## src/design/assert_macros.svh

```systemverilog
// Assertion helpers shared by the design files.
// Each macro expects clk and rst_n in scope.
`ifndef ASSERT_MACROS_SVH
`define ASSERT_MACROS_SVH

// Property that must hold at every clock edge out of reset
`define ASSERT_ALWAYS(label, prop, msg) \
  label: assert property (@(posedge clk) disable iff (!rst_n) (prop)) else $error(msg);

// Consequence that must hold in the cycle after the antecedent
`define ASSERT_NEXT(label, ante, cons, msg) \
  label: assert property (@(posedge clk) disable iff (!rst_n) (ante) |=> (cons)) else $error(msg);

`endif

```

## src/design/mrlc_pkg.sv

```systemverilog
`default_nettype none

package mrlc_pkg;

  // Field widths
  localparam int SAMPLE_BITS = 16;
  localparam int SUM_BITS    = SAMPLE_BITS + 2;
  localparam int CFG_BITS    = 20;
  localparam int LEN_BITS    = 20;
  localparam int CMP_BITS    = 32;

  localparam logic [LEN_BITS-1:0] LEN_MAX = '1;

  // Smoothed sum keys a mark when its truncated third is nonzero
  localparam logic signed [SUM_BITS-1:0] SUM_KEY_HI = SUM_BITS'(2);
  localparam logic signed [SUM_BITS-1:0] SUM_KEY_LO = -SUM_BITS'(2);

  // Configuration register indexes
  localparam int CFG_INDEX_BITS = 3;
  localparam logic [CFG_INDEX_BITS-1:0] REG_DASH_MIN        = 3'd0;
  localparam logic [CFG_INDEX_BITS-1:0] REG_DOT_MIN         = 3'd1;
  localparam logic [CFG_INDEX_BITS-1:0] REG_WORD_GAP_MIN    = 3'd2;
  localparam logic [CFG_INDEX_BITS-1:0] REG_LETTER_GAP_MIN  = 3'd3;
  localparam logic [CFG_INDEX_BITS-1:0] REG_ELEMENT_GAP_MIN = 3'd4;

  // Register reset values
  localparam logic [CFG_BITS-1:0] DASH_MIN_RST        = 20'd1000;
  localparam logic [CFG_BITS-1:0] DOT_MIN_RST         = 20'd300;
  localparam logic [CFG_BITS-1:0] WORD_GAP_MIN_RST    = 20'd1500;
  localparam logic [CFG_BITS-1:0] LETTER_GAP_MIN_RST  = 20'd600;
  localparam logic [CFG_BITS-1:0] ELEMENT_GAP_MIN_RST = 20'd0;

  // Result queue sizing
  localparam int MAX_RESULTS = 3;
  localparam int QUEUE_DEPTH = 4;
  localparam int FREE_BITS   = 3;

  typedef enum logic [2:0] {
    SYM_DOT         = 3'd0,
    SYM_DASH        = 3'd1,
    SYM_LETTER_GAP  = 3'd2,
    SYM_WORD_GAP    = 3'd3,
    SYM_ELEMENT_GAP = 3'd4,
    SYM_TOO_SHORT   = 3'd5
  } sym_t;

  typedef struct packed {
    logic signed [SAMPLE_BITS-1:0] sample;
    logic                          end_of_stream;
  } in_item_t;

  typedef struct packed {
    sym_t                symbol;
    logic [LEN_BITS-1:0] run_length;
    logic                last_of_run;
  } out_item_t;

  typedef struct packed {
    logic [CFG_BITS-1:0] dash_min_run;
    logic [CFG_BITS-1:0] dot_min_run;
    logic [CFG_BITS-1:0] word_gap_min_run;
    logic [CFG_BITS-1:0] letter_gap_min_run;
    logic [CFG_BITS-1:0] element_gap_min_run;
  } cfg_t;

  // Results of one processed item, packed from index 0 upwards
  typedef struct packed {
    logic [1:0]                  n;
    out_item_t [MAX_RESULTS-1:0] item;
  } push_t;

  // Classify a finished run against the thresholds, tests in priority order
  function automatic sym_t classify(logic level, logic [CMP_BITS-1:0] cnt, cfg_t cfg);
    sym_t sym;
    if (level) begin
      if (cnt > CMP_BITS'(cfg.dash_min_run))             sym = SYM_DASH;
      else if (cnt > CMP_BITS'(cfg.dot_min_run))         sym = SYM_DOT;
      else                                               sym = SYM_TOO_SHORT;
    end else begin
      if (cnt > CMP_BITS'(cfg.word_gap_min_run))         sym = SYM_WORD_GAP;
      else if (cnt > CMP_BITS'(cfg.letter_gap_min_run))  sym = SYM_LETTER_GAP;
      else if (cnt > CMP_BITS'(cfg.element_gap_min_run)) sym = SYM_ELEMENT_GAP;
      else                                               sym = SYM_TOO_SHORT;
    end
    return sym;
  endfunction

endpackage

`default_nettype wire

```

## src/design/morse_run_length_classifier_unit.sv

```systemverilog
`default_nettype none

// Flow: each sample is held in the input register until the queue has room for its results.
// Throughput: one sample per cycle while the queue has room; the final sample of a
//   stream yields up to three results, sent one per cycle while out_stall is low, from
//   a four-entry result queue that holds off input.
// Reset: synchronous active-low rst_n empties the pipeline and queue, clears the stream
//   state and loads the default thresholds.

module morse_run_length_classifier_unit #(
  parameter int RUN_COUNT_BITS = 20
) (
  input  wire                                   clk,
  input  wire                                   rst_n,
  input  wire                                   in_valid,
  output logic                                  in_stall,
  input  wire mrlc_pkg::in_item_t               in_data,
  output logic                                  out_valid,
  input  wire                                   out_stall,
  output mrlc_pkg::out_item_t                   out_data,
  input  wire                                   cfg_we,
  input  wire [mrlc_pkg::CFG_INDEX_BITS-1:0]    cfg_index,
  input  wire [mrlc_pkg::CFG_BITS-1:0]          cfg_data
);
  import mrlc_pkg::*;

  cfg_t                 cfg_r;
  push_t                push;
  logic [FREE_BITS-1:0] free_slots;

  // Threshold registers; writes beyond the list are ignored
  always_ff @(posedge clk) begin
    if (!rst_n) begin
      cfg_r.dash_min_run        <= DASH_MIN_RST;
      cfg_r.dot_min_run         <= DOT_MIN_RST;
      cfg_r.word_gap_min_run    <= WORD_GAP_MIN_RST;
      cfg_r.letter_gap_min_run  <= LETTER_GAP_MIN_RST;
      cfg_r.element_gap_min_run <= ELEMENT_GAP_MIN_RST;
    end else if (cfg_we) begin
      case (cfg_index)
        REG_DASH_MIN:        cfg_r.dash_min_run        <= cfg_data;
        REG_DOT_MIN:         cfg_r.dot_min_run         <= cfg_data;
        REG_WORD_GAP_MIN:    cfg_r.word_gap_min_run    <= cfg_data;
        REG_LETTER_GAP_MIN:  cfg_r.letter_gap_min_run  <= cfg_data;
        REG_ELEMENT_GAP_MIN: cfg_r.element_gap_min_run <= cfg_data;
        default: ;
      endcase
    end
  end

  mrlc_core #(
    .RUN_COUNT_BITS (RUN_COUNT_BITS)
  ) u_core (
    .clk        (clk),
    .rst_n      (rst_n),
    .in_valid   (in_valid),
    .in_stall   (in_stall),
    .in_data    (in_data),
    .cfg        (cfg_r),
    .free_slots (free_slots),
    .push       (push)
  );

  mrlc_out_queue u_queue (
    .clk        (clk),
    .rst_n      (rst_n),
    .push       (push),
    .free_slots (free_slots),
    .out_valid  (out_valid),
    .out_stall  (out_stall),
    .out_data   (out_data)
  );

endmodule

`default_nettype wire

```

## src/design/mrlc_core.sv

```systemverilog
`default_nettype none

`include "assert_macros.svh"

module mrlc_core #(
  parameter int RUN_COUNT_BITS = 20
) (
  input  wire                                 clk,
  input  wire                                 rst_n,
  input  wire                                 in_valid,
  output logic                                in_stall,
  input  wire mrlc_pkg::in_item_t             in_data,
  input  wire mrlc_pkg::cfg_t                 cfg,
  input  wire [mrlc_pkg::FREE_BITS-1:0]       free_slots,
  output mrlc_pkg::push_t                     push
);
  import mrlc_pkg::*;

  typedef struct packed {
    logic                      mark;
    logic                      level;
    logic [RUN_COUNT_BITS-1:0] count;
  } run_t;

  localparam logic [RUN_COUNT_BITS-1:0] COUNT_ONE = RUN_COUNT_BITS'(1);
  localparam logic [RUN_COUNT_BITS-1:0] COUNT_MAX = '1;
  localparam run_t RUN_CLEAR = '{mark: 1'b0, level: 1'b0, count: '0};

  // Open run after one keyed level: skip leading space, extend or restart
  function automatic run_t run_next(run_t s, logic key);
    run_t r;
    r = s;
    if (!s.mark) begin
      if (key) begin
        r.mark  = 1'b1;
        r.level = 1'b1;
        r.count = COUNT_ONE;
      end
    end else if (key == s.level) begin
      if (s.count != COUNT_MAX) r.count = s.count + COUNT_ONE;
    end else begin
      r.level = key;
      r.count = COUNT_ONE;
    end
    return r;
  endfunction

  // Build a result for a finished run
  function automatic out_item_t make_result(run_t s, cfg_t c);
    out_item_t o;
    logic [CMP_BITS-1:0] cnt;
    cnt = CMP_BITS'(s.count);
    o.symbol      = classify(s.level, cnt, c);
    o.run_length  = (cnt > CMP_BITS'(LEN_MAX)) ? LEN_MAX : cnt[LEN_BITS-1:0];
    o.last_of_run = 1'b0;
    return o;
  endfunction

  logic                          item_valid_r;
  in_item_t                      item_r;
  logic signed [SAMPLE_BITS-1:0] older_r, older_nxt;
  logic signed [SAMPLE_BITS-1:0] newer_r, newer_nxt;
  logic [1:0]                    seen_r, seen_nxt;
  run_t                          run_r, run_nxt;

  logic signed [SUM_BITS-1:0] sum_a;
  logic      key_a, key_b;
  logic      emit_a, emit_b, emit_c;
  run_t      run_1, run_2;
  out_item_t res_a, res_b, res_c;
  logic [1:0] n_res;
  logic      advance;

  // Smoothing of the held sample and the level it keys
  always_comb begin
    sum_a = SUM_BITS'(older_r) + SUM_BITS'(newer_r) + SUM_BITS'(item_r.sample);
    if (seen_r == 2'd1) key_a = (newer_r != '0);
    else                key_a = (sum_a > SUM_KEY_HI) || (sum_a < SUM_KEY_LO);
    key_b = (item_r.sample != '0);
  end

  // Run tracking: held sample first, then the final sample and flush
  always_comb begin
    emit_a = (seen_r != 2'd0) && run_r.mark && (key_a != run_r.level);
    run_1  = (seen_r != 2'd0) ? run_next(run_r, key_a) : run_r;
    emit_b = item_r.end_of_stream && run_1.mark && (key_b != run_1.level);
    run_2  = run_next(run_1, key_b);
    emit_c = item_r.end_of_stream && run_2.mark;
    res_a  = make_result(run_r, cfg);
    res_b  = make_result(run_1, cfg);
    res_c  = make_result(run_2, cfg);
    n_res  = 2'(emit_a) + 2'(emit_b) + 2'(emit_c);
  end

  // Pack results in order and flag the final one
  always_comb begin
    push.n       = advance ? n_res : 2'd0;
    push.item[0] = emit_a ? res_a : (emit_b ? res_b : res_c);
    push.item[1] = (emit_a && emit_b) ? res_b : res_c;
    push.item[2] = res_c;
    for (int i = 0; i < MAX_RESULTS; i++) begin
      push.item[i].last_of_run = (2'(i) == (n_res - 2'd1));
    end
  end

  // Advance only when the queue has room for every result of this item
  assign advance  = item_valid_r && (FREE_BITS'(n_res) <= free_slots);
  assign in_stall = item_valid_r && !advance;

  // Next stream state
  always_comb begin
    older_nxt = older_r;
    newer_nxt = newer_r;
    seen_nxt  = seen_r;
    run_nxt   = run_r;
    if (advance) begin
      if (item_r.end_of_stream) begin
        older_nxt = '0;
        newer_nxt = '0;
        seen_nxt  = 2'd0;
        run_nxt   = RUN_CLEAR;
      end else begin
        older_nxt = newer_r;
        newer_nxt = item_r.sample;
        seen_nxt  = (seen_r == 2'd2) ? 2'd2 : seen_r + 2'd1;
        run_nxt   = run_1;
      end
    end
  end

  // Input register
  always_ff @(posedge clk) begin
    if (!rst_n) begin
      item_valid_r <= 1'b0;
    end else if (!in_stall) begin
      item_valid_r <= in_valid;
    end
  end

  always_ff @(posedge clk) begin
    if (in_valid && !in_stall) begin
      item_r <= in_data;
    end
  end

  // Stream state
  always_ff @(posedge clk) begin
    if (!rst_n) begin
      older_r <= '0;
      newer_r <= '0;
      seen_r  <= 2'd0;
      run_r   <= RUN_CLEAR;
    end else begin
      older_r <= older_nxt;
      newer_r <= newer_nxt;
      seen_r  <= seen_nxt;
      run_r   <= run_nxt;
    end
  end

  `ASSERT_NEXT(a_eos_clears, advance && item_r.end_of_stream, (seen_r == 2'd0) && !run_r.mark && (run_r.count == '0), "stream state not cleared after final sample")
  `ASSERT_NEXT(a_sample_held, advance && !item_r.end_of_stream, seen_r != 2'd0, "sample history lost after transfer")

endmodule

`default_nettype wire

```

## src/design/mrlc_out_queue.sv

```systemverilog
`default_nettype none

`include "assert_macros.svh"

module mrlc_out_queue (
  input  wire                             clk,
  input  wire                             rst_n,
  input  wire mrlc_pkg::push_t            push,
  output logic [mrlc_pkg::FREE_BITS-1:0]  free_slots,
  output logic                            out_valid,
  input  wire                             out_stall,
  output mrlc_pkg::out_item_t             out_data
);
  import mrlc_pkg::*;

  out_item_t            slot_r   [QUEUE_DEPTH];
  out_item_t            slot_nxt [QUEUE_DEPTH];
  out_item_t            shifted  [QUEUE_DEPTH];
  logic [FREE_BITS-1:0] cnt_r, cnt_nxt;
  logic [FREE_BITS-1:0] kept;
  logic [FREE_BITS-1:0] off;
  logic                 pop;

  assign out_valid  = (cnt_r != '0);
  assign out_data   = slot_r[0];
  assign pop        = out_valid && !out_stall;
  assign kept       = cnt_r - FREE_BITS'(pop);
  assign free_slots = FREE_BITS'(QUEUE_DEPTH) - kept;
  assign cnt_nxt    = kept + FREE_BITS'(push.n);

  // Drop the head on a transfer, then append new results behind the kept ones
  always_comb begin
    for (int i = 0; i < QUEUE_DEPTH - 1; i++) begin
      shifted[i] = pop ? slot_r[i+1] : slot_r[i];
    end
    shifted[QUEUE_DEPTH-1] = slot_r[QUEUE_DEPTH-1];
    off = '0;
    for (int i = 0; i < QUEUE_DEPTH; i++) begin
      off = FREE_BITS'(i) - kept;
      if (FREE_BITS'(i) < kept) begin
        slot_nxt[i] = shifted[i];
      end else if (off < FREE_BITS'(push.n)) begin
        if (off[1:0] == 2'd0)      slot_nxt[i] = push.item[0];
        else if (off[1:0] == 2'd1) slot_nxt[i] = push.item[1];
        else                       slot_nxt[i] = push.item[2];
      end else begin
        slot_nxt[i] = shifted[i];
      end
    end
  end

  always_ff @(posedge clk) begin
    if (!rst_n) begin
      cnt_r <= '0;
    end else begin
      cnt_r <= cnt_nxt;
    end
  end

  always_ff @(posedge clk) begin
    for (int i = 0; i < QUEUE_DEPTH; i++) begin
      slot_r[i] <= slot_nxt[i];
    end
  end

  `ASSERT_ALWAYS(a_no_overflow, cnt_r <= FREE_BITS'(QUEUE_DEPTH), "result queue overflow")
  `ASSERT_NEXT(a_held_result, out_valid && out_stall, out_valid, "stalled result lost")
  `ASSERT_ALWAYS(a_push_fits, FREE_BITS'(push.n) <= free_slots, "results pushed without room")

endmodule

`default_nettype wire

```

## config.mk

```make
export PLATFORM = sky130hd
export DESIGN_NAME = morse_run_length_classifier_unit
export DESIGN_NICKNAME = d
export VERILOG_FILES = /design/src/design/mrlc_pkg.sv /design/src/design/morse_run_length_classifier_unit.sv /design/src/design/mrlc_core.sv /design/src/design/mrlc_out_queue.sv
export VERILOG_INCLUDE_DIRS = /design/src /design/src/design
export SDC_FILE = /design/constraint.sdc
export NUM_CORES = 1
export LEC_CHECK = 0
export BUFFER_PORTS_ARGS = -buffer_cell sky130_fd_sc_hd__buf_2
export CORE_MARGIN = 5
export CORE_UTILIZATION = 40
export CTS_BUF_LIST = sky130_fd_sc_hd__clkbuf_4 sky130_fd_sc_hd__clkbuf_8 sky130_fd_sc_hd__clkbuf_16
export CTS_CLUSTER_SIZE = 8
export DETAILED_ROUTE_END_ITERATION = 8
export SETUP_SLACK_MARGIN = 0.02
export SLEW_MARGIN = 10
export SYNTH_ARGS = -nofsm -noshare
export SYNTH_HDL_FRONTEND = slang
export SYNTH_SLANG_ARGS = --single-unit
```

## constraint.sdc

```tcl
create_clock -name clk -period 10.8 [get_ports clk]
set_clock_uncertainty 0.2 [all_clocks]
set_input_delay 1.08 -clock clk [delete_from_list [all_inputs] [get_ports clk]]
set_output_delay 1.08 -clock clk [all_outputs]
set_load 0.1 [all_outputs]
```

# [Word level (Yosys, flattened, before mapping)]
# Memory sizes are Yosys's and may differ from the RTL's.
# Cells that the tools add are included.
[op_classes] add_sub_neg=15 multipliers=0 div=0 magnitude_cmp=26 n_eq_ne=18 n_shift=0 mux=60 bitwise=0 n_reduce_logical=29
[ops] op="2-to-1 mux 24 bit" n=22
[ops] op="greater-than comparator 20 bit" n=15
[ops] op="2-to-1 mux 22 bit" n=4
[ops] op="2-to-1 mux 20 bit" n=4
[ops] op="2-to-1 mux 3 bit" n=15
[ops] op="2-to-1 mux 21 bit" n=2
[ops] op="adder 20 x 1 -> 20 bit (second input constant)" n=2
[ops] op="inequality test 20 bit (second input constant)" n=2
[ops] op="2-to-1 mux 16 bit" n=2
[ops] op="nonzero test 16 bit" n=2
[ops] op="adder 17 x 16 -> 18 bit" n=1
[ops] op="greater-than comparator 18 x 3 -> 1 bit (second input constant)" n=1
[ops] op="less-than comparator 18 x 2 -> 1 bit (second input constant)" n=1
[ops] op="adder 16 x 16 -> 17 bit" n=1
[ops] op="less-than comparator 3 x 2 -> 1 bit" n=4
[ops] op="== test 2 x 1 -> 1 bit (second input constant)" n=5
[ops] op="logical AND 1 bit" n=10
[ops] op="zero test 2 bit" n=5
[ops] op="AND reduction 2 bit" n=5
[ops] op="2-to-1 mux 1 bit" n=8
[ops] op="== test 3 x 2 -> 1 bit (second input constant)" n=2
[ops] op="less-than comparator 1 x 3 -> 1 bit (first input constant)" n=2
[ops] op="less-than comparator 2 x 3 -> 1 bit (first input constant)" n=2
[ops] op="2-to-1 mux 2 bit" n=3
[ops] op="22 further kinds" n=28
[totals] register_bits=177 latchBits=0 ramBits=96 romBits=0 input_bits=45 wordCells=164 memories=1
[mem_list] memory="u_queue.slot_r" depth=4 word_bits=24 read_ports=4 rd_clocked_by_memory_dff=0 wr=4 line_no="mrlc_out_queue.sv:16" text="out_item_t slot_r [QUEUE_DEPTH];"

# [Logic depth before layout (Yosys ltp)]
[depth] depth_word=23 mapped_depth=47 mapped_depth_nobuf=44

# [Cells and area by module]
# From an unflattened synthesis, not the netlist that was laid out.
[hier_totals] hier_cells=2670 area_unflattened_um2=23616.4
[modules_own_cells] mod="mrlc_core" instances=1 cells_per_inst=1694 area_each_um2=13589.3 seq_area_each_um2=1651.6
[modules_own_cells] mod="mrlc_out_queue" instances=1 cells_per_inst=614 area_each_um2=6232.2 seq_area_each_um2=2222.1
[modules_own_cells] mod="morse_run_length_classifier_unit" instances=1 cells_per_inst=362 area_each_um2=3794.9 seq_area_each_um2=2001.9

# [Least setup slack after synthesis]
# OpenSTA, ideal clock, no wires.
[synth_timing] path_type="flip-flop to flip-flop" startpoint="reg u_core.newer_r[1]" endpoint="mem u_queue.slot_r[3][23] in the netlist's numbering, data pin" arrival_time_ns=8.580 required_time_ns=10.330 slack_ns=1.749 stages_incl_launch_ff=41 period_less_slack_ns=9.051 path_cell_list="dfxtp_1 inv_1 fa_1 inv_1 ha_1 fa_1 a211oi_2 o21bai_1 a2111o_1 a21o_1 a22oi_1 and3_1 nand4_2 nand2_4 ha_1 nand2b_1 clkbuf_1 nor2_1 [... 5 more ...] nand4_4 buf_2 and4_1 xnor2_1 nand2_1 o21ai_0 ha_1 nand4_1 or2_2 or3_1 o221ai_1 o22ai_1 a21oi_1 nand2b_1 mux2i_1 a22o_1 nand2_1 o21ai_0"
[synth_rtl] item="start: declaration" line_no="mrlc_core.sv:62" text="logic signed [SAMPLE_BITS-1:0] newer_r, newer_nxt;"
[synth_rtl] item="start signal: assignment" line_no="mrlc_core.sv:155" text="newer_r <= newer_nxt;"
[synth_rtl] item="end: declaration" line_no="mrlc_out_queue.sv:16"

==> flow_summary_export.csv <==
group,metric,value,unit
outcome,status,"complete, no violations",
critical_path,endpoint,"u_queue.slot_r[1][21]",
grt,grt_pass1_wl,122000,um
synthesis,ys_seq_elements,273,
synthesis,avgSynthCellArea,8.27,um^2
critical_path,cp-end-kind,"register",
timing,period_needed,10.21,ns
pwr,ir_drop,166,uV
die,fp.dieArea,61000,um^2
pwr,p_leak,11.5,nW
timing,worst_pin_slew,1.19,ns
synthesis,synth_top_area_frac,0.207,
critical_path,reg2reg_setup_slack,0.59,ns
detailed_routing,ant_nets,0,
grt,top_usage_layer,"met2",
grt,grt_usage,0.258,
die,ios,71,
synthesis,ys_warn_count,0,
critical_path,reg2reg_from,"u_core.newer_r[1]",
critical_path,worst-path-max-fanout,11,
detailed_routing,viasPerCell,5.94,
timing,report.final.slew_viol_count,0,
flow_run,cap_violations,0,
clocking,cts.htree.levels,2,
placed_design,dpl.hpwl,61700,um
worst_hold_path,hp-class,"reg2reg",
grt,grt_pass1_vias,19800,
synthesis,synth.most_common_cell,"nand2_1",
synthesis,synthesis.area,22500,um^2
pwr,power.total,4.90,mW
detailed_routing,detail_route.drc_violations,0,
finish,syn2layout_area_growth,10.5,%
grt,globalRouteOverflowTotal,0,
detailed_routing,dr.pass1.iters,6,
critical_path,r2r_end,"u_queue.slot_r[1][21]",
timing,hold_viol_final,0,
critical_path,slowest_delay,0.53,ns
finish,drive_gt1_frac,0.0995,
grt,met1_usage,0.359,
finish,nNetsFinal,3153,
grt,grt_util_met3,0.0440,
critical_path,cp-startpoint,"u_core.newer_r[1]",
die,fp.dieH,247,um
timing,fmax,0.0979,GHz
placed_design,io_buffers,70,
grt,grt_max_degree,103,
critical_path,start_kind,"register",
die,dieWidth,247,um
clocking,clock_latency,0.60,ns
synthesis,postSynthCellCount,2716,
critical_path,crit_type,"reg2reg",
finish,multiInputGateArea,15400,um^2
die,core-area,55400,um^2
grt,antenna_found_initial,4,
clocking,clk_pin_slew,0.05,ns
finish,num_antenna_cells,0,
grt,grtUsageMet2,0.413,
synthesis,async_flop_share,0,
timing,fin_crit_sh,0.945,
synthesis,synth_edf_count,41,
clocking,cts_tree,"yes",
die,initial_utilization,0.405,
synthesis,synth_seq_area_share,0.262,
critical_path,slowest_stage,"fa_1",
clocking,cts_root_buf,"clkbuf_16",
detailed_routing,vias,20900,
finish,seq_area,5880,um^2
critical_path,r2r.worst_path.cells,38,
critical_path,cp.required,11.11,ns
critical_path,arrival,10.52,ns
placed_design,gp_congestion,1.00,
timing,final-setup-viol-count,0,
die,rows,86,
finish,fillers,5446,
detailed_routing,finalWirelength,81100,um
synthesis,synth_cell_type_count,104,
pwr,powerDensity,197,nW/um^2
detailed_routing,avgRoutedWirePerCell,23.1,um
synthesis,synthTopCellsByArea,"dfxtp_1 (21%), ha_1 (19%), nand2_1 (6.4%)",
timing,rsz0062_at_grt,"false",
synthesis,synth_common_cells,"nand2_1 (384), ha_1 (344), dfxtp_1 (232)",
worst_hold_path,holdCritStartpoint,"cfg_r[11]",
timing,fin_tns_setup,0,ns
timing,slew_headroom,0.205,
clocking,cts_sinks,273,
synthesis,synth-main-ff-cell,"dfxtp_1",
synthesis,synth_nets,3124,
clocking,cts_buffer_depth,3,
detailed_routing,drt_iter0_markers,1993,
clocking,cts_made_buffers,40,
synthesis,synth_top_area_cell,"dfxtp_1",
-- worst min-delay path by stage --
| stage | end | slack [ns] | cells past startpoint |
|---|---|---|---|
| floorplan | cfg_r[90] | 0.24 | 2 |
| global placement | cfg_r[5] | 0.25 | 2 |
| detailed placement | cfg_r[21] | 0.26 | 2 |
| CTS | cfg_r[21] | 0.27 | 2 |
| global route | u_queue.slot_r[0][2] | 0.29 | 2 |
| finish | cfg_r[11] | 0.26 | 2 |
-- layer usage --
layer	vias up	routed length, um
li1	9921	-
met1	10000	36600
met2	776	36400
met3	155	5700
met4	2	2350
met5	-	13
-- cell usage in the layout, fill, tap and decap left out, types with 12 or more instances in the layout --
master | Yosys | routed
nand4_1 | 83 | 83
nor2b_1 | 93 | 93
nand2_1 | 384 | 382
buf_2 | 14 | 69
a21oi_1 | 167 | 164
a22oi_1 | 34 | 34
fa_1 | 19 | 19
o221ai_1 | 13 | 13
o31a_1 | 16 | 16
o211ai_1 | 29 | 29
and3_1 | 60 | 60
a21boi_0 | 84 | 84
xnor2_1 | 16 | 16
o22ai_1 | 26 | 25
a21o_1 | 107 | 107
o21ai_0 | 107 | 106
or2_2 | 21 | 21
edfxtp_1 | 41 | 41
nor3_1 | 32 | 32
nor4_1 | 12 | 12
nand3_1 | 30 | 30
ha_1 | 344 | 344
mux2i_1 | 44 | 43
nand2b_1 | 34 | 32
o21a_1 | 17 | 17
inv_1 | 170 | 169
nor2_1 | 120 | 118
a221oi_1 | 18 | 18
clkbuf_16 | 0 | 40
buf_4 | 3 | 47
a31oi_1 | 34 | 34
and2_1 | 22 | 22
clkbuf_4 | 0 | 18
dfxtp_1 | 232 | 232
-- critical path: cells and delay by family, from the launching register on --
| kind | cells | cell delay [ns] |
|---|---|---|
| AO/OA/AOI/OAI | 16 | 3.62 |
| AND/OR/NAND/NOR | 12 | 3.15 |
| adder cells (fa/ha/maj) | 5 | 1.81 |
| buffers and inverters | 4 | 0.64 |
| flip-flops | 1 | 0.34 |
| multiplexers | 1 | 0.34 |
-- flip-flops by register name, indices dropped and copies added, names as in the netlist, 3 cells and up --
signal / flops
cfg_r: 100
u_core.res_a: 20
u_core.item_r: 17
u_queue.cnt_r: 3
u_core.older_r: 16
u_core.newer_r: 16
u_queue.slot_r: 96
-- kinds of logic after synthesis --
logic type / count (synthesis) / synth area share
multiplexers: 49 / 0.0221
buffers and inverters: 303 / 0.0527
AND/OR/NAND/NOR: 945 / 0.211
AO/OA/AOI/OAI: 756 / 0.233
adder cells (fa/ha/maj): 363 / 0.209
flip-flops: 273 / 0.262
XOR/XNOR: 27 / 0.0105
-- timing repair --
item	4_1_cts	5_1_grt
endpoints found under the setup margin	0	12
resized for setup	0	10
hold buffers	0	0
setup buffers	0	1
-- power by group --
group          switching, mW  leakage [nW]  internal, mW
combinational           1.56          8.62         0.701
clock                  0.500         0.608         0.730
sequential             0.118          2.29          1.29
-- metrics by stage --
step,utilization,cells,worst slack (ns),area [um^2],hold slack (ns)
floorplan,-,2716,1.75,22500,0.243
global placement,0.425,3450,0.564,23600,0.252
detailed placement,0.425,3450,0.371,23600,0.260
CTS,0.447,3512,0.353,24800,0.267
global route,0.448,3513,0.0655,24800,0.285
finish,0.448,3513,0.591,24800,0.263
-- final cells by class --
cell class	instances	area share
inverters	174	0.0264
well taps	748	0.0377
multi-input cells	2140	0.622
flip-flops and latches	273	0.237
repair buffers	116	0.0281
clock inverters	4	0.00287
clock buffers	58	0.0458
No activity file was read; power rests on OpenSTA's default activity.
